`src/rtl/page_framebuffer_draw_engine_macros.svh`:
```
// ----------------------------------------------------------------------------
// Assertion macros for the page framebuffer draw engine
// Clocked on clk, disabled while arst_n is low.
// ----------------------------------------------------------------------------
`ifndef PAGE_FRAMEBUFFER_DRAW_ENGINE_MACROS_SVH
`define PAGE_FRAMEBUFFER_DRAW_ENGINE_MACROS_SVH

// same-cycle implication
`define PFDE_ASSERT_IMPL(lbl, ante, cons, msg) \
	lbl: assert property (@(posedge clk) disable iff (!arst_n) (ante) |-> (cons)) \
		else $error(msg);

// next-cycle implication
`define PFDE_ASSERT_NEXT(lbl, ante, cons, msg) \
	lbl: assert property (@(posedge clk) disable iff (!arst_n) (ante) |=> (cons)) \
		else $error(msg);

`endif

```
`src/rtl/pfde_pkg.sv`:
```
// ----------------------------------------------------------------------------
// pfde_pkg
// Shared types, codes and helpers for the page framebuffer draw engine.
// ----------------------------------------------------------------------------
package pfde_pkg;

	localparam int DEF_WIDTH_PX  = 128;
	localparam int DEF_HEIGHT_PX = 64;
	localparam int PAGE_ROWS     = 8;
	localparam int STORE_DEPTH   = 1024;
	localparam int ADDR_W        = 10;
	localparam int IDX_W         = 10;
	localparam int QUEUE_DEPTH   = 4;

	// request commands
	localparam logic [2:0] CMD_PIXEL = 3'd0;
	localparam logic [2:0] CMD_HLINE = 3'd1;
	localparam logic [2:0] CMD_VLINE = 3'd2;
	localparam logic [2:0] CMD_RECT  = 3'd3;
	localparam logic [2:0] CMD_FILL  = 3'd4;
	localparam logic [2:0] CMD_READ  = 3'd5;

	// segment kinds handed to the back end
	localparam logic [2:0] SEG_NONE = 3'd0;
	localparam logic [2:0] SEG_H    = 3'd1;
	localparam logic [2:0] SEG_V    = 3'd2;
	localparam logic [2:0] SEG_FILL = 3'd3;
	localparam logic [2:0] SEG_READ = 3'd4;

	typedef struct packed {
		logic [2:0]       kind;
		logic [7:0]       x;
		logic [7:0]       y;
		logic [7:0]       cnt;
		logic             color;
		logic [IDX_W-1:0] index;
		logic             last;
	} seg_t;

	typedef struct packed {
		logic clearing;
	} bk_stat_t;

	// pixels drawn along a line of len that starts at start, clipped at the image edge
	function automatic logic [7:0] clip_len(input logic [7:0] start, input logic [7:0] across,
		input logic [7:0] len, input logic [8:0] lim_along, input logic [8:0] lim_across);
		logic [8:0] stop;
		stop = {1'b0, start} + {1'b0, len};
		if (stop > lim_along)
			stop = lim_along;
		if ({1'b0, across} >= lim_across || {1'b0, start} >= lim_along || len == 8'd0)
			return 8'd0;
		return 8'(stop - {1'b0, start});
	endfunction

endpackage

```
`src/rtl/pfde_queue.sv`:
```
// ----------------------------------------------------------------------------
// pfde_queue
// Short first-word-through segment queue between front and back end.
// ----------------------------------------------------------------------------
module pfde_queue (
	input  logic           clk,
	input  logic           arst_n,
	input  logic           push,
	input  pfde_pkg::seg_t wr_seg,
	output logic           full,
	output logic           valid,
	input  logic           pop,
	output pfde_pkg::seg_t rd_seg
);
	import pfde_pkg::*;

	localparam int PTR_W = $clog2(QUEUE_DEPTH);
	localparam int CNT_W = $clog2(QUEUE_DEPTH + 1);
	localparam logic [PTR_W-1:0] PTR_LAST = PTR_W'(QUEUE_DEPTH - 1);

	seg_t             slot_q [QUEUE_DEPTH];
	logic [PTR_W-1:0] wr_ptr_q, rd_ptr_q;
	logic [CNT_W-1:0] count_q;
	logic             do_push, do_pop;

	assign full    = (count_q == CNT_W'(QUEUE_DEPTH));
	assign valid   = (count_q != '0);
	assign do_push = push && !full;
	assign do_pop  = pop && valid;
	assign rd_seg  = slot_q[rd_ptr_q];

	always_ff @(posedge clk or negedge arst_n) begin
		if (!arst_n) begin
			wr_ptr_q <= '0;
			rd_ptr_q <= '0;
			count_q  <= '0;
		end else begin
			if (do_push)
				wr_ptr_q <= (wr_ptr_q == PTR_LAST) ? '0 : wr_ptr_q + PTR_W'(1);
			if (do_pop)
				rd_ptr_q <= (rd_ptr_q == PTR_LAST) ? '0 : rd_ptr_q + PTR_W'(1);
			if (do_push && !do_pop)
				count_q <= count_q + CNT_W'(1);
			else if (do_pop && !do_push)
				count_q <= count_q - CNT_W'(1);
		end
	end

	always_ff @(posedge clk) begin
		if (do_push)
			slot_q[wr_ptr_q] <= wr_seg;
	end

endmodule

```
`config.mk`:
```
export PLATFORM = sky130hd
export DESIGN_NAME = pfde_queue
export DESIGN_NICKNAME = d
export VERILOG_FILES = /design/src/rtl/page_framebuffer_draw_engine_macros.svh /design/src/rtl/pfde_pkg.sv /design/src/rtl/pfde_queue.sv
export SDC_FILE = /design/constraint.sdc
export NUM_CORES = 1
export LEC_CHECK = 0
export ABC_AREA = 1
export BUFFER_PORTS_ARGS = -buffer_cell sky130_fd_sc_hd__buf_4
export CAP_MARGIN = 20
export CORE_AREA = 4 4 170 172
export DETAILED_ROUTE_END_ITERATION = 8
export DIE_AREA = 0 0 174 176
export GPL_TIMING_DRIVEN = 0
export PLACE_DENSITY_LB_ADDON = 0.3
export SLEW_MARGIN = 20
export SYNTH_ARGS = -nofsm -noshare
export SYNTH_HDL_FRONTEND = slang
export SYNTH_SLANG_ARGS = --single-unit
export TNS_END_PERCENT = 100
```
`constraint.sdc`:
```
create_clock -name clk -period 6.75 [get_ports clk]
set_input_delay 0.3375 -clock clk [delete_from_list [all_inputs] [get_ports clk]]
set_output_delay 0.3375 -clock clk [all_outputs]
set_load 0.02 [all_outputs]
```
[Yosys cells after proc, flatten, opt, wreduce, memory -nomap -nowiden]
Memory sizes are Yosys's and may differ from the RTL's.
Cells that the tools add are included.
Word-level totals
  bits in registers: 7
  latch bits: 0
  bits in writable memories: 156
  bits in read-only memories: 0
  output and inout bits: 41
  logic and storage cells: 26
  memories: 1
Memories
  slot_q: depth 4, width 39, read ports 1, clocked after Yosys merged registers in 0, write ports 1, RTL line pfde_queue.sv:21  | seg_t slot_q [QUEUE_DEPTH];
Cells by class
  add/sub/neg operators: 4
  $mul: 0
  divide/modulo/power cells: 0
  magnitude comparators: 0
  equal/unequal tests: 3
  shift operators: 0
  mux-type cells: 6
  bitwise gates (word level): 0
  reductions and logical operators: 9
Operators with widths (number)
  $mux W3: 2
  $add A2 B1 Y2 const B: 2
  $eq A2 B2 Y1 const B: 2
  $logic_and A1 B1 Y1: 4
  $mux W2: 2
  $add A3 B1 Y3 const B: 1
  $eq A3 B3 Y1 const B: 1
  $logic_not A1 Y1: 3
  $reduce_bool A3 Y1: 1
  $sub A3 B1 Y3 const B: 1
  $mux W1: 2
  $reduce_bool A2 Y1: 1

[Depth between registers and ports, before layout]
Gate-level depths: netlist of the first run.
  word-level depth: 7
  mapped depth: 12

[Worst setup path after synthesis of the first run]
Ideal clock, no wire load.
  path type: flip-flop to flip-flop
  start point: reg count_q[0]
  end point: mem slot_q[0][0] (netlist bit), enable pin
  library setup time: 0.435 ns
  arrival: 2.370 ns
  path slack: 3.944 ns
  cell stages (with the launch flop): 5
  period minus slack after synthesis: 2.806 ns
  cell sequence: dfrtp_1 inv_1 nand3_1 nand2_1 nor2_1
Between the ends
  word-level cells in the longest chain between the ends: 5
RTL lines
  from (decl): RTL line pfde_queue.sv:23  | logic [CNT_W-1:0] count_q;
  from (signal assigned): RTL line pfde_queue.sv:43  | count_q <= count_q + CNT_W'(1);
  from (signal assigned): RTL line pfde_queue.sv:45  | count_q <= count_q - CNT_W'(1);
  $eq A3 B3 Y1: RTL line pfde_queue.sv:26  | assign full = (count_q == CNT_W'(QUEUE_DEPTH));
  $logic_not A1 Y1: RTL line pfde_queue.sv:28  | assign do_push = push && !full;
  $logic_and A1 B1 Y1: RTL line pfde_queue.sv:28
  $mux W1: RTL line pfde_queue.sv:50  | if (do_push)
  $mux W1 (implied by the code): RTL line pfde_queue.sv:51  | slot_q[wr_ptr_q] <= wr_seg;
  to (decl): RTL line pfde_queue.sv:21
Every way passes these cells.

[Final worst setup path of the first run]
  start point: reg count_q[0]
  end point: mem slot_q[1][37] (netlist bit), enable pin
The elaborated chain is that of the path after synthesis.

==> results of run 1 <==
[power by group]
group / internal [uW] / total [uW] / switching (uW) / leakage [uW]
registers: 1330 / 1380 / 52.9 / 0.00151
logic: 610 / 1630 / 1020 / 0.00161
clock network: 470 / 838 / 369 / 0.000232
[flip-flops by register name, summed over array words and instances, names as in the netlist]
register,count
wr_ptr_q,2
count_q,3
rd_ptr_q,2
slot_q,156
[cells in the mapped netlist]
| cell | number | area, sq um |
|---|---|---|
| buf_2 | 10 | 50.1 |
| buf_4 | 1 | 7.51 |
| buf_6 | 14 | 158 |
| buf_8 | 2 | 30.0 |
| dfrtp_1 | 7 | 175 |
| edfxtp_1 | 156 | 4680 |
| fa_1 | 1 | 20.0 |
| ha_1 | 6 | 75.1 |
| inv_1 | 92 | 345 |
| inv_2 | 1 | 3.75 |
| nand2_1 | 132 | 495 |
| nand3_1 | 7 | 35.0 |
| nand4_1 | 1 | 6.26 |
| nor2_1 | 6 | 22.5 |
| o211ai_1 | 68 | 510 |
| o211ai_2 | 10 | 125 |
| o21ai_0 | 1 | 5.00 |
| xnor2_1 | 1 | 8.76 |
[worst max-delay path, stage by stage (launching register included)]
cell     delay [ns]
dfrtp_1        0.41
inv_1          0.08
nand3_1        0.13
nand2_1        0.32
nor2_4         0.71
buf_12         0.27
[stage by stage]
stage | area [sq um] | instances
6_report | 8470 | 983
5_1_grt | 8470 | 983
4_1_cts | 8470 | 983
3_5_place_dp | 7950 | 950
3_3_place_gp | 7810 | 945
2_1_floorplan | 6760 | 516
[what timing repair did]
| item | in CTS | in global routing |
|---|---|---|
| hold buffers | 1 | 0 |
| buffers inserted | 0 | 0 |
| endpoints found under the hold margin | 7 | 0 |
| resized for setup | 0 | 0 |
[layer usage]
| metal | vias up | share of wire | GRT usage |
|---|---|---|---|
| li1 | 1991 | - | - |
| met1 | 1954 | 0.46 | 0.131 |
| met2 | 95 | 0.47 | 0.174 |
| met3 | 23 | 0.053 | 0.0274 |
| met4 | 0 | 0.018 | 0.0386 |
| met5 | - | 0 | 0 |
[cell type report]
type	count	area, sq um	share of cell area
multi-input combinational	233	1330	0.157
buffer	27	245	0.0290
clock inverter	8	56.3	0.00665
tap	346	433	0.0511
inverter	93	349	0.0412
timing repair buffer	89	741	0.0875
clock buffer	24	452	0.0533
sequential	163	4860	0.574
[path summary, 6_finish.rpt]
check / endpoint / slack, ns / depth (start not counted)
worst min-delay path: slot_q[1][7] / 0.12 / 1
worst max register to register: slot_q[1][37] / 4.50 / 5
max in group asynchronous: rd_ptr_q[1] / 6.35 / 2
min in group asynchronous: count_q[2] / 0.26 / 2
worst min register to register: count_q[2] / 0.51 / 2
worst max-delay path: slot_q[1][37] / 4.50 / 5
[kinds of logic (layout without fill, tap and decap cells)]
family / Yosys count / count (layout) / share of synthesized area
flip-flops: 163 / 163 / 0.719
AND/OR/NAND/NOR: 146 / 146 / 0.0828
buffers and inverters: 120 / 241 / 0.0879
AO/OA/AOI/OAI: 79 / 79 / 0.0948
adder cells (fa/ha/maj): 7 / 7 / 0.0141
XOR/XNOR: 1 / 1 / 0.00130
==> results.json, run 1 <==
{
  "cts-root-buf": "clkbuf_16",
  "numCtsBuffers": 17,
  "grt_overflow_total": 0,
  "power-per-cell-area_nw_per_um2": 455,
  "clock_path_buffers": 2,
  "path_max_fanout": 20,
  "start_kind": "flop",
  "grt_start_max_net_pins": 22,
  "synth_fp_nets": 566,
  "fin_ws_ns": 4.50,
  "max_freq_ghz": 0.445,
  "hold_ws_ns": 0.119,
  "netlist_area_sq_um": 6760,
  "antenna_found_initial": 0,
  "worst_pin_slew_ns": 0.783,
  "area_growth_pct": 25.3,
  "port_buffers": 83,
  "die_y_microns": 176,
  "period_minus_slack_ns": 2.25,
  "cts.clk_slew.worst_paths_ns": 0.07,
  "dp_hpwl_mm": 9.90,
  "rsz0062_at_grt": "false",
  "r2r_start": "count_q[0]",
  "clk_latency_ns": 0.42,
  "viasPerCell": 4.13,
  "slew_viol_final": 0,
  "post-route-util": 0.308,
  "place_ws_ns": 4.48,
  "grtUsageTotal": 0.104,
  "pin_count": 84,
  "drive_above_1_share": 0.242,
  "post_drt_wl_per_cell_microns": 15.8,
  "drtIter0Drc": 193,
  "synthDistinctLibCells": 18,
  "syn_avg_cell_area_sq_um": 13.1,
  "drc_errors": 0,
  "rows": 61,
  "coreArea_sq_um": 27500,
  "status": "completed",
  "die-area_sq_um": 30600,
  "setup_viol": 0,
  "nNetsFinal": 674,
  "antenna_cells": 0,
  "clock_sinks": 163,
  "grt_pass1_wl_mm": 23.9,
  "drv_cap": 0,
  "fin_crit_sh": 0.333,
  "vias": 4063,
  "start_util": 0.246,
  "dieWidth_microns": 174,
  "postRouteAntennaNets": 0,
  "cp_data_required_time_ns": 6.86,
  "synth-seq-cells": 163,
  "yosysWarnings": 0,
  "fin_tns_setup_ns": 0,
  "cts_tree": "done",
  "dr.pass1.iters": 5,
  "total_power_uw": 3850,
  "crit_path_end_kind": "flop",
  "critical_path_class": "reg -> reg",
  "final_cell_mix": "edfxtp_1 (156), nand2_1 (132), inv_1 (92), buf_4 (84), o211ai_1 (68)",
  "layout_commonest_cell": "edfxtp_1",
  "slew_headroom": 0.477,
  "globalplace.congestion": 0.669,
  "grt_pass1_vias": 4095,
  "hold_path_class": "in -> reg",
  "cts_max_level": 4,
  "routed_wl_mm": 15.6,
  "ir_worst_vdd_mv": 0.197,
  "synth-seq-area-share": 0.719,
  "worstPathArrival_ns": 2.36,
  "startpoint": "count_q[0]",
  "hp-start": "wr_seg[7]",
  "hold_viol_final": 0,
  "clock_skew_ns": 0.0121,
  "fillers": 2766,
  "p_leak_uw": 0.00335,
  "synthesis.instances": 516
}
Power figures use the tool's default switching activity.
==> run 2: changes to the inputs <==
Clock period 6.75 ns to 2.3 ns, I/O delays scaled along.
==> run 2 against run 1 <==
Compared with the run above:
- maximum frequency grew 7.4%
- critical path depth is the same
- core utilization grew 1.5 points
- critical path type unchanged
- largest cell class unchanged
==> results.json, run 2 (synthesized netlist as in run 1, its figures left out) <==
{
  "drive_above_1_share": 0.229,
  "clock_path_buffers": 2,
  "clock_sinks": 163,
  "hold_ws_ns": 0.0398,
  "globalplace.congestion": 0.669,
  "grt_pass1_vias": 4220,
  "fin_crit_sh": 0.911,
  "drtIter0Drc": 201,
  "ir_worst_vdd_mv": 0.627,
  "hold_viol_final": 0,
  "layout_commonest_cell": "edfxtp_1",
  "max_freq_ghz": 0.477,
  "grt_pass1_wl_mm": 24.2,
  "grt_overflow_total": 0,
  "hold_path_class": "in -> async",
  "cts_tree": "done",
  "post_drt_wl_per_cell_microns": 15.3,
  "setup_viol": 0,
  "dieWidth_microns": 174,
  "drc_errors": 0,
  "critical_path_class": "reg -> reg",
  "postRouteAntennaNets": 0,
  "largest_reg_flops": 156,
  "die_y_microns": 176,
  "grt_start_max_net_pins": 22,
  "pin_count": 84,
  "antenna_found_initial": 0,
  "viasPerCell": 4.09,
  "crit_path_end_kind": "flop",
  "p_leak_uw": 0.00352,
  "cts_max_level": 4,
  "drv_cap": 0,
  "dr.pass1.iters": 6,
  "coreArea_sq_um": 27500,
  "worst_pin_slew_ns": 0.783,
  "grtUsageTotal": 0.105,
  "dp_hpwl_mm": 9.90,
  "antenna_cells": 0,
  "rsz0062_at_grt": "false",
  "post_cts_buffers": 0,
  "cp_data_required_time_ns": 2.42,
  "worstPathArrival_ns": 2.21,
  "fin_tns_setup_ns": 0,
  "vias": 4185,
  "path_max_fanout": 20,
  "power-per-cell-area_nw_per_um2": 1280,
  "routed_wl_mm": 15.7,
  "status": "completed",
  "start_kind": "flop",
  "clock_skew_ns": 0.0120,
  "top_register": "slot_q",
  "port_buffers": 83,
  "numCtsBuffers": 17,
  "die-area_sq_um": 30600,
  "cts-root-buf": "clkbuf_16",
  "nNetsFinal": 715,
  "start_util": 0.246,
  "clk_latency_ns": 0.42,
  "area_growth_pct": 31.4,
  "slew_viol_final": 0,
  "slew_headroom": 0.477,
  "cts.clk_slew.worst_paths_ns": 0.07,
  "reg_top3": "slot_q: 156 flops, count_q: 3 flops",
  "period_minus_slack_ns": 2.09,
  "rows": 61,
  "final_cell_mix": "edfxtp_1 (156), nand2_1 (131), inv_1 (92), buf_4 (84), o211ai_1 (68)"
}
==> run 2: cell count changes in the layout (fill, tap and decap cells not counted) <==
cell and delta:
nand2_1 -1, nand2_2 +1, dlygate4sd3_1 +41
==> run 2: final timing paths <==
| path | startpoint | endpoint | slack, ns | cells after the start |
|---|---|---|---|---|
| worst max-delay path | count_q[0] | slot_q[1][37] | 0.21 | 5 |
| worst min-delay path | arst_n | wr_ptr_q[0] | 0.04 | 2 |
| worst max register to register | count_q[0] | slot_q[1][37] | 0.21 | 5 |
| worst min register to register | count_q[2] | count_q[2] | 0.51 | 2 |
| max in group asynchronous | arst_n | rd_ptr_q[1] | 2.12 | 2 |
| min in group clk | wr_seg[34] | slot_q[3][34] | 0.44 | 2 |
==> run 2: power by group <==
| group | internal (uW) | switching (uW) |
|---|---|---|
| combinational | 1840 | 3010 |
| clock | 1380 | 1080 |
| sequential | 3900 | 156 |
| total | 7120 | 4240 |
==> run 2: timing repair <==
item                                    4_1_cts  5_1_grt
endpoints found under the setup margin        6        0
hold buffers                                 42        0
endpoints found under the hold margin       167        0
resized for setup                             1        0
==> run 2: stage by stage <==
step | util | instance area [sq um] | power (uW) | setup WS [ns] | instances
finish | 0.323 | 8880 | 11400 | 0.206 | 1024
global route | 0.323 | 8880 | 12100 | 0.0216 | 1024
CTS | 0.323 | 8880 | 11600 | 0.151 | 1024
detailed placement | 0.289 | 7950 | 9060 | 0.0301 | 950
global placement | 0.284 | 7810 | 8930 | -2.21 | 945
floorplan | - | 6760 | 6990 | -0.506 | 516
==> run 2: cell type report <==
type,count,area (sq um)
multi-input cells,233,1340
well taps,346,433
clock buffers,24,452
fillers,2745,18600
repair buffers,130,1150
clock inverters,8,56.3
inverters,93,349
plain buffers,27,245
flip-flops and latches,163,4860
==> run 2: routing by layer <==
layer,routed length [microns],track usage
met5,0,0
met4,258,0.0386
met3,624,0.0248
met2,7380,0.176
met1,7420,0.133
==> run 2: worst max-delay path, cell delays in order, from the launching register on <==
cell	delay (ns)
dfrtp_1	0.41
inv_1	0.08
nand3_1	0.14
nand2_2	0.21
nor2_4	0.66
buf_12	0.27
