`src/rtl/page_framebuffer_draw_engine_macros.svh`:
```
// ----------------------------------------------------------------------------
// Assertion macros for the page framebuffer draw engine
// Clocked on clk, disabled while arst_n is low.
// ----------------------------------------------------------------------------
`ifndef PAGE_FRAMEBUFFER_DRAW_ENGINE_MACROS_SVH
`define PAGE_FRAMEBUFFER_DRAW_ENGINE_MACROS_SVH

// same-cycle implication
`define PFDE_ASSERT_IMPL(lbl, ante, cons, msg) \
	lbl: assert property (@(posedge clk) disable iff (!arst_n) (ante) |-> (cons)) \
		else $error(msg);

// next-cycle implication
`define PFDE_ASSERT_NEXT(lbl, ante, cons, msg) \
	lbl: assert property (@(posedge clk) disable iff (!arst_n) (ante) |=> (cons)) \
		else $error(msg);

`endif

```
`src/rtl/pfde_pkg.sv`:
```
// ----------------------------------------------------------------------------
// pfde_pkg
// Shared types, codes and helpers for the page framebuffer draw engine.
// ----------------------------------------------------------------------------
package pfde_pkg;

	localparam int DEF_WIDTH_PX  = 128;
	localparam int DEF_HEIGHT_PX = 64;
	localparam int PAGE_ROWS     = 8;
	localparam int STORE_DEPTH   = 1024;
	localparam int ADDR_W        = 10;
	localparam int IDX_W         = 10;
	localparam int QUEUE_DEPTH   = 4;

	// request commands
	localparam logic [2:0] CMD_PIXEL = 3'd0;
	localparam logic [2:0] CMD_HLINE = 3'd1;
	localparam logic [2:0] CMD_VLINE = 3'd2;
	localparam logic [2:0] CMD_RECT  = 3'd3;
	localparam logic [2:0] CMD_FILL  = 3'd4;
	localparam logic [2:0] CMD_READ  = 3'd5;

	// segment kinds handed to the back end
	localparam logic [2:0] SEG_NONE = 3'd0;
	localparam logic [2:0] SEG_H    = 3'd1;
	localparam logic [2:0] SEG_V    = 3'd2;
	localparam logic [2:0] SEG_FILL = 3'd3;
	localparam logic [2:0] SEG_READ = 3'd4;

	typedef struct packed {
		logic [2:0]       kind;
		logic [7:0]       x;
		logic [7:0]       y;
		logic [7:0]       cnt;
		logic             color;
		logic [IDX_W-1:0] index;
		logic             last;
	} seg_t;

	typedef struct packed {
		logic clearing;
	} bk_stat_t;

	// pixels drawn along a line of len that starts at start, clipped at the image edge
	function automatic logic [7:0] clip_len(input logic [7:0] start, input logic [7:0] across,
		input logic [7:0] len, input logic [8:0] lim_along, input logic [8:0] lim_across);
		logic [8:0] stop;
		stop = {1'b0, start} + {1'b0, len};
		if (stop > lim_along)
			stop = lim_along;
		if ({1'b0, across} >= lim_across || {1'b0, start} >= lim_along || len == 8'd0)
			return 8'd0;
		return 8'(stop - {1'b0, start});
	endfunction

endpackage

```
`src/rtl/pfde_front.sv`:
```
// ----------------------------------------------------------------------------
// pfde_front
// Takes draw requests and splits them into clipped line segments, or a fill or read segment, for the queue.
// ----------------------------------------------------------------------------
module pfde_front #(
	parameter int WIDTH_PX  = pfde_pkg::DEF_WIDTH_PX,
	parameter int HEIGHT_PX = pfde_pkg::DEF_HEIGHT_PX
) (
	input  logic                      clk,
	input  logic                      arst_n,
	input  logic                      s_tvalid,
	output logic                      s_tready,
	input  logic [2:0]                s_cmd,
	input  logic [7:0]                s_x,
	input  logic [7:0]                s_y,
	input  logic [7:0]                s_w,
	input  logic [7:0]                s_h,
	input  logic                      s_color,
	input  logic [pfde_pkg::IDX_W-1:0] s_index,
	input  pfde_pkg::bk_stat_t        stat,
	output logic                      push,
	output pfde_pkg::seg_t            seg,
	input  logic                      full
);
	import pfde_pkg::*;

	localparam logic [8:0] LIM_X = 9'(WIDTH_PX);
	localparam logic [8:0] LIM_Y = 9'(HEIGHT_PX);

	logic             busy_q;
	logic [1:0]       seg_q;
	logic [2:0]       cmd_q;
	logic [7:0]       x_q, y_q, w_q, h_q;
	logic             color_q;
	logic [IDX_W-1:0] idx_q;
	logic [7:0]       x2, y2;
	logic             rect_ok;

	assign s_tready = !busy_q && !stat.clearing;
	assign push     = busy_q && !full;
	assign x2       = x_q + w_q - 8'd1;
	assign y2       = y_q + h_q - 8'd1;
	assign rect_ok  = (w_q != 8'd0) && (h_q != 8'd0);

	always_comb begin
		seg       = '0;
		seg.color = color_q;
		seg.index = idx_q;
		seg.x     = x_q;
		seg.y     = y_q;
		seg.kind  = SEG_NONE;
		seg.last  = 1'b1;
		case (cmd_q)
			CMD_PIXEL: begin
				seg.kind = SEG_H;
				seg.cnt  = clip_len(x_q, y_q, 8'd1, LIM_X, LIM_Y);
			end
			CMD_HLINE: begin
				seg.kind = SEG_H;
				seg.cnt  = clip_len(x_q, y_q, w_q, LIM_X, LIM_Y);
			end
			CMD_VLINE: begin
				seg.kind = SEG_V;
				seg.cnt  = clip_len(y_q, x_q, h_q, LIM_Y, LIM_X);
			end
			CMD_RECT: begin
				if (rect_ok) begin
					seg.last = (seg_q == 2'd3);
					case (seg_q)
						2'd0: begin
							seg.kind = SEG_H;
							seg.cnt  = clip_len(x_q, y_q, w_q, LIM_X, LIM_Y);
						end
						2'd1: begin
							seg.kind = SEG_H;
							seg.y    = y2;
							seg.cnt  = clip_len(x_q, y2, w_q, LIM_X, LIM_Y);
						end
						2'd2: begin
							seg.kind = SEG_V;
							seg.cnt  = clip_len(y_q, x_q, h_q, LIM_Y, LIM_X);
						end
						default: begin
							seg.kind = SEG_V;
							seg.x    = x2;
							seg.cnt  = clip_len(y_q, x2, h_q, LIM_Y, LIM_X);
						end
					endcase
				end
			end
			CMD_FILL: seg.kind = SEG_FILL;
			CMD_READ: seg.kind = SEG_READ;
			default:  seg.kind = SEG_NONE;
		endcase
	end

	always_ff @(posedge clk or negedge arst_n) begin
		if (!arst_n) begin
			busy_q <= 1'b0;
			seg_q  <= 2'd0;
		end else if (s_tvalid && s_tready) begin
			busy_q <= 1'b1;
			seg_q  <= 2'd0;
		end else if (push) begin
			if (seg.last)
				busy_q <= 1'b0;
			seg_q <= seg_q + 2'd1;
		end
	end

	always_ff @(posedge clk) begin
		if (s_tvalid && s_tready) begin
			cmd_q   <= s_cmd;
			x_q     <= s_x;
			y_q     <= s_y;
			w_q     <= s_w;
			h_q     <= s_h;
			color_q <= s_color;
			idx_q   <= s_index;
		end
	end

endmodule

```
`config.mk`:
```
export PLATFORM = sky130hd
export DESIGN_NAME = pfde_front
export DESIGN_NICKNAME = d
export VERILOG_FILES = /design/src/rtl/page_framebuffer_draw_engine_macros.svh /design/src/rtl/pfde_pkg.sv /design/src/rtl/pfde_front.sv
export SDC_FILE = /design/constraint.sdc
export NUM_CORES = 1
export LEC_CHECK = 0
export ABC_AREA = 1
export ABC_CLOCK_PERIOD_IN_PS = 4500
export BUFFER_PORTS_ARGS = -buffer_cell sky130_fd_sc_hd__buf_2
export CORE_MARGIN = 4
export CORE_UTILIZATION = 35
export CTS_CLUSTER_DIAMETER = 100
export DETAILED_ROUTE_END_ITERATION = 8
export HOLD_SLACK_MARGIN = 0.03
export PLACE_DENSITY = 0.66
export SETUP_SLACK_MARGIN = 0.2
export SLEW_MARGIN = 20
export SYNTH_ARGS = -nofsm -noshare
export SYNTH_HDL_FRONTEND = slang
export SYNTH_SLANG_ARGS = --single-unit
```
`constraint.sdc`:
```
create_clock -name clk -period 4.5 [get_ports clk]
set_clock_uncertainty 0.15 [all_clocks]
set_input_delay 0.225 -clock clk [delete_from_list [all_inputs] [get_ports clk]]
set_output_delay 0.225 -clock clk [all_outputs]
set_load 0.01 [all_outputs]
```
# After elaboration in Yosys (flattened, before gate mapping)
# Index checks and enable logic that the tools add are counted.
# totals
regBits	49
input_bits	51
output_inout_bits	41
elab_cells	130
# op_classes
addsub	15
order_cmp	7
n_eq_ne	8
muxes	65
n_reduce_logical	26
# op_table
cell	count
$mux W8	32
$sub A8 B8 Y8	7
$pmux W8 S4	1
$mux W27	1
$mux W1	25
$pmux W8 S3	1
$add A8 B8 Y9	2
$gt A9 B8 Y1 const B	2
$add A8 B8 Y8	2
$ge A8 B7 Y1 const B	2
$ge A8 B8 Y1 const B	2
$logic_not A8 Y1	2
$mux W16	1
$reduce_bool A8 Y1	2
$sub A8 B1 Y8 const B	2
$pmux W3 S5	1
$add A8 B1 Y9 const B	1
$gt A9 B7 Y1 const B	1
$logic_or A1 B1 Y1	7
$eq A3 B2 Y1 const B	2
$eq A3 B3 Y1 const B	2
$mux W2	3
$eq A2 B2 Y1 const B	2
$logic_and A1 B1 Y1	4
10 further kinds	14

# Logic depth before layout (Yosys ltp)
# Gate-level depths: netlist of run 1.
# depth
word_depth	13
depth_mapped	29

# Worst setup path before layout of run 1
# Ideal clock, no wire load.
# synth_timing
kind	register -> output
start	register y_q[0]
end	output seg[16] in the netlist's numbering
arrival_time_ns	3.562
path_slack_ns	0.563
stages_incl_launch_ff	22
n_path_buf	0
cell_sequence	edfxtp_1 > ha_1 > inv_1 > fa_1 > o31ai_2 > a21oi_1 > o21bai_2 > xor2_1 > nor2_1 > nand3b_1 > nand2_1 > nand3_1 > ha_1 > inv_1 > fa_1 > a21oi_1 > o21ai_0 > xnor2_1 > o22ai_1 > a21oi_1 > a21boi_0 > nand2_1
# synth_lines
item	line	source
start: declaration	pfde_front.sv:33	logic [7:0] x_q, y_q, w_q, h_q;
start signal: assignment	pfde_front.sv:115	y_q <= s_y;
end: declaration	pfde_front.sv:22	output pfde_pkg::seg_t seg,

==> metrics, run 1 <==
top sig layer=met4; worst hold path endpoint=busy_q; Boundary Pins=92; Hold WS=0.0498 ns; Nets=953; Cell Pwr Density=229 nW/um^2; Fillers=1350; Critical Path Start Type=flip-flop; Post-DRT Antenna Nets=0; Port Buffer Count=91; Req. time, crit path=4.12 ns; CTS root buf=clkbuf_16; initial antenna violation count=0; global-route wire length before repair=21.6 mm; drt first pass iters=4; antenna cell count=0; Achievable Freq=0.233 GHz; FF-to-FF Start=busy_q; Die H=127 um; Final Slew Violations=0; vias in the first global route=4653; Final Non-Filler Cells=1008; Final Setup Violations=0; initial detailed-routing violation count=283; total grt overflow=0; Final Critical Period=4.29 ns; RSZ-0062 raised after global routing=true; clk buf depth=2; hpwl dp=10.4 mm; VDD IR max=0.213 mV; via count=4743; Leakage=3.33 nW; crit path max fanout=3; met2 wire length=5.78 mm; GP Congestion=0.880; Slew HR=0.355; reg-to-reg endpoint=y_q[1]; CTS sink cnt=49; final WL=12.9 mm; Register Area=1460 um^2; #FFs+latches synth=49; drt via density=4.71; largest net degree at the start of global routing=48; Met1 Wirelength=6.29 mm; Worst Tran Pin Value=0.967 ns; register area share after synthesis=0.291; clock slew at reported path FFs=0.06 ns; element type at the critical path end=output pin; status=complete, no violations; commonest non-fill, non-tap cell in the layout=nand2_1; crit path kind=reg2out; Die Wd=127 um; DR DRC count=0; WL per Instance=12.8 um; fin worst setup slack=0.207 ns; Mean Syn Cell Area=7.56 um^2; syn nets=787; hold_sp=full; FF-to-FF path depth=3; Starting Density=0.359; total core area=13900 um^2; multi-input logic area=3130 um^2; H-tree level count=2; Syn Std Cell Area=5000 um^2; GRT Overall Usage=0.162; fin util=0.472; row cnt=43; Ys Warns=0; total die area=16300 um^2; commonest non-fill, non-tap cells in the layout=nand2_1, inv_1, buf_2, ha_1, nor2_1; Clk Latency, worst-skew pair=0.29 ns; Synth Instances=661; WHS Path Cells=3; dpl ws=0.198 ns; CTS tree=yes; CP Data Arrival Time=3.92 ns; Final Cycle Share=0.954; CTS Buf Count=5; Max-Cap Viols=0; placed cell count=942; share of layout cells above drive strength 1=0.216; flop2flop setup slack=2.62 ns; setup tns final=0 ns; Worst Hold Class=in2reg; P&R area growth vs syn=31.7%; Cell variety after synth=38; DR WL met3=607 um; final hold violations=0
## how the worst max path moves through the flow
| stage | from | to | slack [ns] | cells after the start |
|---|---|---|---|---|
| 6_report | y_q[3] | seg[18] | 0.21 | 24 |
| 5_1_grt | y_q[2] | seg[19] | -0.14 | 28 |
| 4_1_cts | w_q[0] | seg[15] | 0.22 | 24 |
| 3_5_place_dp | h_q[0] | seg[16] | 0.20 | 22 |
| 3_3_place_gp | y_q[2] | seg[15] | 0.23 | 23 |
| 2_1_floorplan | y_q[0] | seg[16] | 0.56 | 21 |
## where the power goes
group	internal [mW]	leakage [nW]	switching, mW
logic	0.260	2.80	0.341
registers	0.532	0.463	0.0168
clock network	0.207	0.0652	0.150
total	0.999	3.33	0.508
## cell usage after synthesis
cell type	number	area, um^2
a211o_1	2	17.5
a211oi_1	2	15.0
a21boi_0	1	7.51
a21o_1	4	30.0
a21oi_1	35	175
a31oi_1	2	12.5
and2_1	1	6.26
buf_4	4	30.0
clkinv_1	1	3.75
dfrtp_1	3	75.1
edfxtp_1	46	1380
fa_1	6	120
ha_1	69	863
inv_1	134	503
inv_2	1	3.75
nand2_1	131	492
nand2_2	9	56.3
nand3_1	41	205
nand3_2	4	40.0
nand3b_1	5	37.5
nand4_1	13	81.3
nor2_1	53	199
nor2_2	3	18.8
nor2_4	1	11.3
nor3_1	9	45.0
o211ai_1	1	7.51
o21a_1	2	15.0
o21ai_0	34	170
o21ai_1	2	10.0
o21bai_2	2	22.5
o221ai_1	1	8.76
o22ai_1	2	12.5
o31ai_2	1	12.5
o32ai_1	2	17.5
or2_1	1	6.26
or2_2	2	12.5
xnor2_1	14	123
xor2_1	17	149
## critical path, cell delays in order, from the launching register on
cell,delay (ns)
edfxtp_1,0.36
inv_1,0.09
ha_1,0.35
inv_1,0.12
o31ai_4,0.26
a21oi_2,0.09
o21bai_2,0.21
xor2_2,0.18
nor2_1,0.06
nand3b_1,0.10
nand2_2,0.07
nand3_1,0.09
ha_1,0.14
inv_1,0.05
fa_2,0.35
a21oi_1,0.14
o21ai_1,0.10
nand2_1,0.07
nand2_1,0.05
a21oi_1,0.15
xor2_1,0.17
a21oi_1,0.06
a21oi_1,0.15
nand2_1,0.08
buf_2,0.14
## state kept, by name, summed over array words and instances, names as in the netlist
| register | flops |
|---|---|
| cmd_q | 3 |
| color_q | 1 |
| x_q | 8 |
| seg_q | 2 |
| y_q | 8 |
| w_q | 8 |
| h_q | 8 |
| busy_q | 1 |
| idx_q | 10 |
## final cells by class
cell class,instances,share of cell area
multi-input combinational,472,0.476
sequential,49,0.221
timing repair buffer,163,0.170
inverter,136,0.0783
tap,180,0.0342
clock buffer,8,0.0207
## stage by stage
step | power (mW) | instance area [um^2]
final | 1.51 | 6580
after CTS | 1.49 | 6490
after floorplan | 0.931 | 5000
after global placement | 1.07 | 5750
after detailed placement | 1.08 | 5750
after global routing | 1.62 | 6580
## timing repair
item / CTS / global route
buffers inserted: 7 / 4
hold buffers: 47 / 0
resized for setup: 24 / 26
hold endpoints to repair: 49 / 0
setup endpoints to repair: 5 / 5
pin swaps: 11 / 20
## cell families (layout without fill, tap and decap cells)
group | after synthesis | in the layout | synth area share
simple gates | 273 | 273 | 0.242
buf+inv | 140 | 307 | 0.108
compound gates | 93 | 93 | 0.107
fa+ha+maj | 75 | 75 | 0.197
flops | 49 | 49 | 0.291
xor+xnor | 31 | 31 | 0.0543
## layer usage
| layer | up-vias | track usage |
|---|---|---|
| met4 | 0 | 0.0492 |
| met2 | 108 | 0.256 |
| met3 | 16 | 0.0255 |
| li1 | 2482 | - |
| met1 | 2137 | 0.228 |
| met5 | - | 0 |
Power figures use the tool's default switching activity.
==> inputs of run 2 (changes only) <==
Settings changed: CORE_UTILIZATION 35 to 50, GPL_TIMING_DRIVEN from default to 0, PLACE_DENSITY 0.66 to 0.85.
==> run 2 against run 1 <==
Non-clock buffer count grew 12. Final cell count decreased by 3.5%. Critical path depth shrank 1. Sequential power hardly changed. Combinational power is 11% higher. Sequential share of layout area is 0.51 points lower. Final area up 2.3%. Total power fell by 2.2%. Via count is 8.2% higher. Core utilization grew 22 points.
==> metrics, run 2 (synthesis gave the netlist of run 1 again) <==
status=complete, no violations; drt via density=5.27; Final Critical Period=4.46 ns; hold_sp=full; Switch Pwr=0.547 mW; drt first pass iters=5; area of placed instances=5650 um^2; Req. time, crit path=4.12 ns; GRT Overall Usage=0.257; Die H=108 um; total die area=11700 um^2; Final Cycle Share=0.992; final hold violations=0; GP Congestion=0.966; commonest non-fill, non-tap cells in the layout=nand2_1, inv_1, buf_2, ha_1, nor2_1; Nets=965; Max-Cap Viols=0; Critical Path Start Type=flip-flop; WHS Path Cells=3; crit path max fanout=3; antenna cell count=0; RSZ-0062 raised after global routing=true; Final Non-Filler Cells=973; VDD IR max=0.272 mV; initial detailed-routing violation count=460; element type at the critical path end=output pin; CP Data Arrival Time=4.09 ns; Boundary Pins=92; Final Slew Violations=0; Die Wd=108 um; dpl ws=-0.0788 ns; Top reg by flops=idx_q; H-tree level count=2; Final Total Pwr=1.47 mW; share of layout cells above drive strength 1=0.258; CTS sink cnt=49; WL per Instance=15.6 um; initial antenna violation count=0; reg-to-reg endpoint=busy_q; Hold WS=0.0376 ns; worst hold path endpoint=busy_q; global-route wire length before repair=23.8 mm; Worst Tran Pin Value=0.601 ns; P&R area growth vs syn=34.8%; Pint=0.927 mW; total grt overflow=0; fin worst setup slack=0.0368 ns; fin area=6740 um^2; clk buf depth=2; CTS Buf Count=5; Port Buffer Count=91; crit path kind=reg2out; crit path max-delay cell type=edfxtp_1; Clk Latency, worst-skew pair=0.30 ns; Gate power share=0.454; CP max stage delay=0.40 ns; CTS tree=yes; Clock power frac=0.171; placed cell count=886; FF-to-FF Start=h_q[0]; Cell Pwr Density=219 nW/um^2; Starting Density=0.511; flop2flop setup slack=2.50 ns; final WL=15.1 mm; sw frac=0.371; Achievable Freq=0.224 GHz; Post-DRT Antenna Nets=0; commonest non-fill, non-tap cell in the layout=nand2_1; Slew HR=0.598; CTS root buf=clkbuf_8; crit-path cells=ha_2 -> inv_2 -> fa_2 -> nor3_2 -> a211o_1 -> buf_4 -> a21oi_4 -> buf_4 -> nand3_1 -> nand2_2 -> buf_4 -> nand2_1 -> ha_1 -> inv_1 -> fa_1 -> nand3_1 -> nand3_1 -> xor2_1 -> o22ai_1 -> a21oi_1 -> a21boi_2 -> nand2_1 -> buf_2; total core area=9770 um^2; DR DRC count=0; via count=5130; row cnt=36; clock slew at reported path FFs=0.09 ns; hpwl dp=9.93 mm; Worst Hold Class=in2reg; share of power burned in registers=0.374; Final Setup Violations=0; Leakage=3.37 nW; vias in the first global route=5088; Fillers=708; FF-to-FF path depth=9; largest net degree at the start of global routing=25; max FFs per register=10
-- run 2: metal layers --
metal	wire [um]	vias up	track usage
met5	0	-	0
met3	1180	48	0.0376
met2	7500	242	0.458
met1	5970	2332	0.309
met4	486	0	0.105
li1	-	2508	-
-- run 2: worst max-delay path by stage --
stage / from / end / slack, ns / depth (start not counted)
6_report: x_q[0] / seg[16] / 0.04 / 23
5_1_grt: x_q[0] / seg[16] / -0.24 / 23
4_1_cts: y_q[0] / seg[15] / 0.12 / 22
3_5_place_dp: y_q[0] / seg[16] / -0.08 / 22
3_3_place_gp: x_q[2] / seg[15] / -0.005 / 25
2_1_floorplan: y_q[0] / seg[16] / 0.56 / 21
-- run 2: area by class of cell --
cell class,count,area (um^2),area share
multi-input combinational,472,3270,0.486
sequential,49,1460,0.216
timing repair buffer,171,1190,0.177
inverter,136,520,0.0773
tap,133,166,0.0247
clock buffer,6,72.6,0.0108
buffer,4,37.5,0.00557
clock inverter,2,15.0,0.00223
-- run 2: critical path: cells and delay by family (launching register included) --
family                     cells  cell delay (ns)
DFF                            1             0.40
adders and majority gates      4             1.12
and+or+nand+nor                7             0.72
xor gates and xnor gates       1             0.23
AOI/OAI and AO/OA              5             0.65
buffers and inverters          6             0.67
-- run 2: repair_timing --
| item | CTS | global route |
|---|---|---|
| endpoints found under the hold margin | 49 | 0 |
| gates resized for setup | 48 | 35 |
| pin swaps | 17 | 25 |
| buffers inserted | 20 | 12 |
| hold buffers | 47 | 0 |
| setup endpoints to repair | 5 | 5 |
-- run 2: per-stage QoR --
| stage | setup TNS [ns] | utilization |
|---|---|---|
| after floorplan | 0 | - |
| after global placement | -0.00473 | 0.575 |
| after detailed placement | -0.165 | 0.578 |
| after CTS | 0 | 0.668 |
| after global routing | -0.924 | 0.689 |
| final | 0 | 0.689 |
-- run 2: power groups by stage --
stage	sequential [mW]	clock (mW)	combinational (mW)
3_3_place_gp	0.561	0	0.493
5_1_grt	0.554	0.276	0.738
6_report	0.552	0.253	0.670
4_1_cts	0.550	0.251	0.600
2_1_floorplan	0.558	0	0.373
3_5_place_dp	0.563	0	0.511
==> inputs of run 3 (changes only) <==
Settings changed: BUFFER_PORTS_ARGS -buffer_cell sky130_fd_sc_hd__buf_2 to -buffer_cell sky130_fd_sc_hd__buf_4.
==> run 3 against run 2 <==
The run now ends with negative setup slack left. Clock power increased by 29%. Worst hold slack improved by 0.046 ns. Maximum frequency decreased by 2.6%. Die area unchanged. First-iteration DRC count increased by 41%. Critical path type unchanged. Largest power group unchanged.
==> metrics, run 3 (synthesis gave the netlist of run 1 again) <==
status=complete, but fails checks; failing checks=negative setup slack; CP bufs+invs=7; Top reg by flops=idx_q; CTS root buf=clkbuf_8; Switch Pwr=0.606 mW; Die Wd=108 um; fin worst setup slack=-0.0823 ns; Nets=977; Pint=1.06 mW; hpwl dp=9.77 mm; GP Congestion=0.960; FF-to-FF Start=h_q[1]; Critical Path Start Type=flip-flop; VDD IR max=0.322 mV; antenna cell count=0; GRT Overall Usage=0.261; Achievable Freq=0.218 GHz; commonest non-fill, non-tap cells in the layout=buf_4, nand2_1, inv_1, ha_1, dlygate4sd3_1; element type at the critical path end=output pin; fin util=0.744; DR DRC count=0; Cell Pwr Density=229 nW/um^2; CTS tree=yes; Final Critical Period=4.58 ns; Max-Cap Viols=0; RSZ-0062 raised after global routing=true; drt first pass iters=6; largest net degree at the start of global routing=26; Leakage=3.57 nW; CTS sink cnt=49; Final Setup Violations=2; Starting Density=0.511; CP delay by family, top=simple AND/OR/NAND/NOR gates; total grt overflow=0; Post-DRT Antenna Nets=0; Fillers=628; area of placed instances=5870 um^2; vias in the first global route=5120; crit path max-delay cell type=ha_1; Hold WS=0.0835 ns; reg-to-reg endpoint=busy_q; Req. time, crit path=4.12 ns; flop2flop setup slack=2.51 ns; Gate power share=0.472; Final Total Pwr=1.66 mW; max FFs per register=10; CP max stage delay=0.45 ns; Port Buffer Count=91; final hold violations=0; share of layout cells above drive strength 1=0.293; via count=5414; total die area=11700 um^2; clk buf depth=2; final WL=16.9 mm; Crit path top cell by count=nand2_1; H-tree level count=2; CTS Buf Count=5; Die H=108 um; drt via density=5.50; WL per Instance=17.2 um; Clk Latency, worst-skew pair=0.30 ns; Clock power frac=0.196; Boundary Pins=92; share of power burned in registers=0.332; row cnt=36; P&R area growth vs syn=45.5%; crit path max fanout=6; CP Data Arrival Time=4.21 ns; total core area=9770 um^2; Final Cycle Share=1.02; global-route wire length before repair=24.1 mm; commonest non-fill, non-tap cell in the layout=buf_4; Final Non-Filler Cells=985; placed cell count=886; initial antenna violation count=0; Final Slew Violations=0; Worst Hold Class=in2async; clock slew at reported path FFs=0.09 ns; FF-to-FF path depth=8; Stages on worst setup path=25; sw frac=0.364; Slew HR=0.557; crit path kind=reg2out; Worst Tran Pin Value=0.665 ns; initial detailed-routing violation count=650; fin area=7270 um^2
==> run 3: cell count changes in the layout (fill, tap and decap cells not counted), sizes merged <==
cell         change
bufinv           +1
buf             +11
clkinvlp         -1
dlygate4sd3      +1
==> run 3: power groups by stage <==
stage                     Clock [mW]  Sequential (mW)  Combinational (mW)
after global placement             0            0.562               0.517
after CTS                      0.325            0.550               0.658
after detailed placement           0            0.562               0.533
after global routing           0.353            0.555               0.845
final                          0.326            0.553               0.785
after floorplan                    0            0.558               0.373
==> run 3: how the worst max path moves through the flow <==
stage,slack [ns],end,from
4_1_cts,0.13,seg[15],x_q[0]
3_3_place_gp,-0.01,seg[15],x_q[1]
5_1_grt,-0.24,seg[19],x_q[0]
3_5_place_dp,-0.07,seg[15],x_q[1]
6_report,-0.08,seg[19],x_q[0]
2_1_floorplan,0.56,seg[16],y_q[0]
==> run 3: layer usage <==
metal,part of all wire,track usage,up-vias
met1,0.38,0.327,2469
met4,0.041,0.0956,0
met2,0.48,0.451,346
li1,-,-,2518
met3,0.10,0.0460,81
met5,0,0,-
==> run 3: layout make-up <==
type                       instances  area [um^2]  area share
tap                              133          166      0.0229
clock inverter                     2         37.5     0.00516
inverter                         136          528      0.0726
clock buffer                       6         82.6      0.0114
buffer                             4         37.5     0.00516
sequential                        49         1460       0.200
multi-input combinational        472         3420       0.470
timing repair buffer             183         1540       0.212
==> run 3: what timing repair did <==
item / in CTS / in global routing
hold endpoints to repair: 50 / 0
setup endpoints to repair: 5 / 5
gates resized for setup: 63 / 60
buffers inserted: 35 / 8
hold buffers: 48 / 0
pin swaps: 35 / 34
==> run 3: stage by stage <==
| stage | setup slack, ns | setup TNS, ns |
|---|---|---|
| 6_report | -0.0823 | -0.128 |
| 5_1_grt | -0.240 | -0.973 |
| 4_1_cts | 0.134 | 0 |
| 3_5_place_dp | -0.0684 | -0.0742 |
| 3_3_place_gp | -0.0116 | -0.0116 |
| 2_1_floorplan | 0.563 | 0 |
==> run 3: worst reg2reg max path, cell delays in order, from the launching register on <==
cell and delay, ns:
edfxtp_1 0.36, inv_1 0.09, nand4_1 0.13, nor2_1 0.09, nor2_1 0.11, nand2_1 0.18, nor2_1 0.56, o21ai_0 0.16
nand2_1 0.08
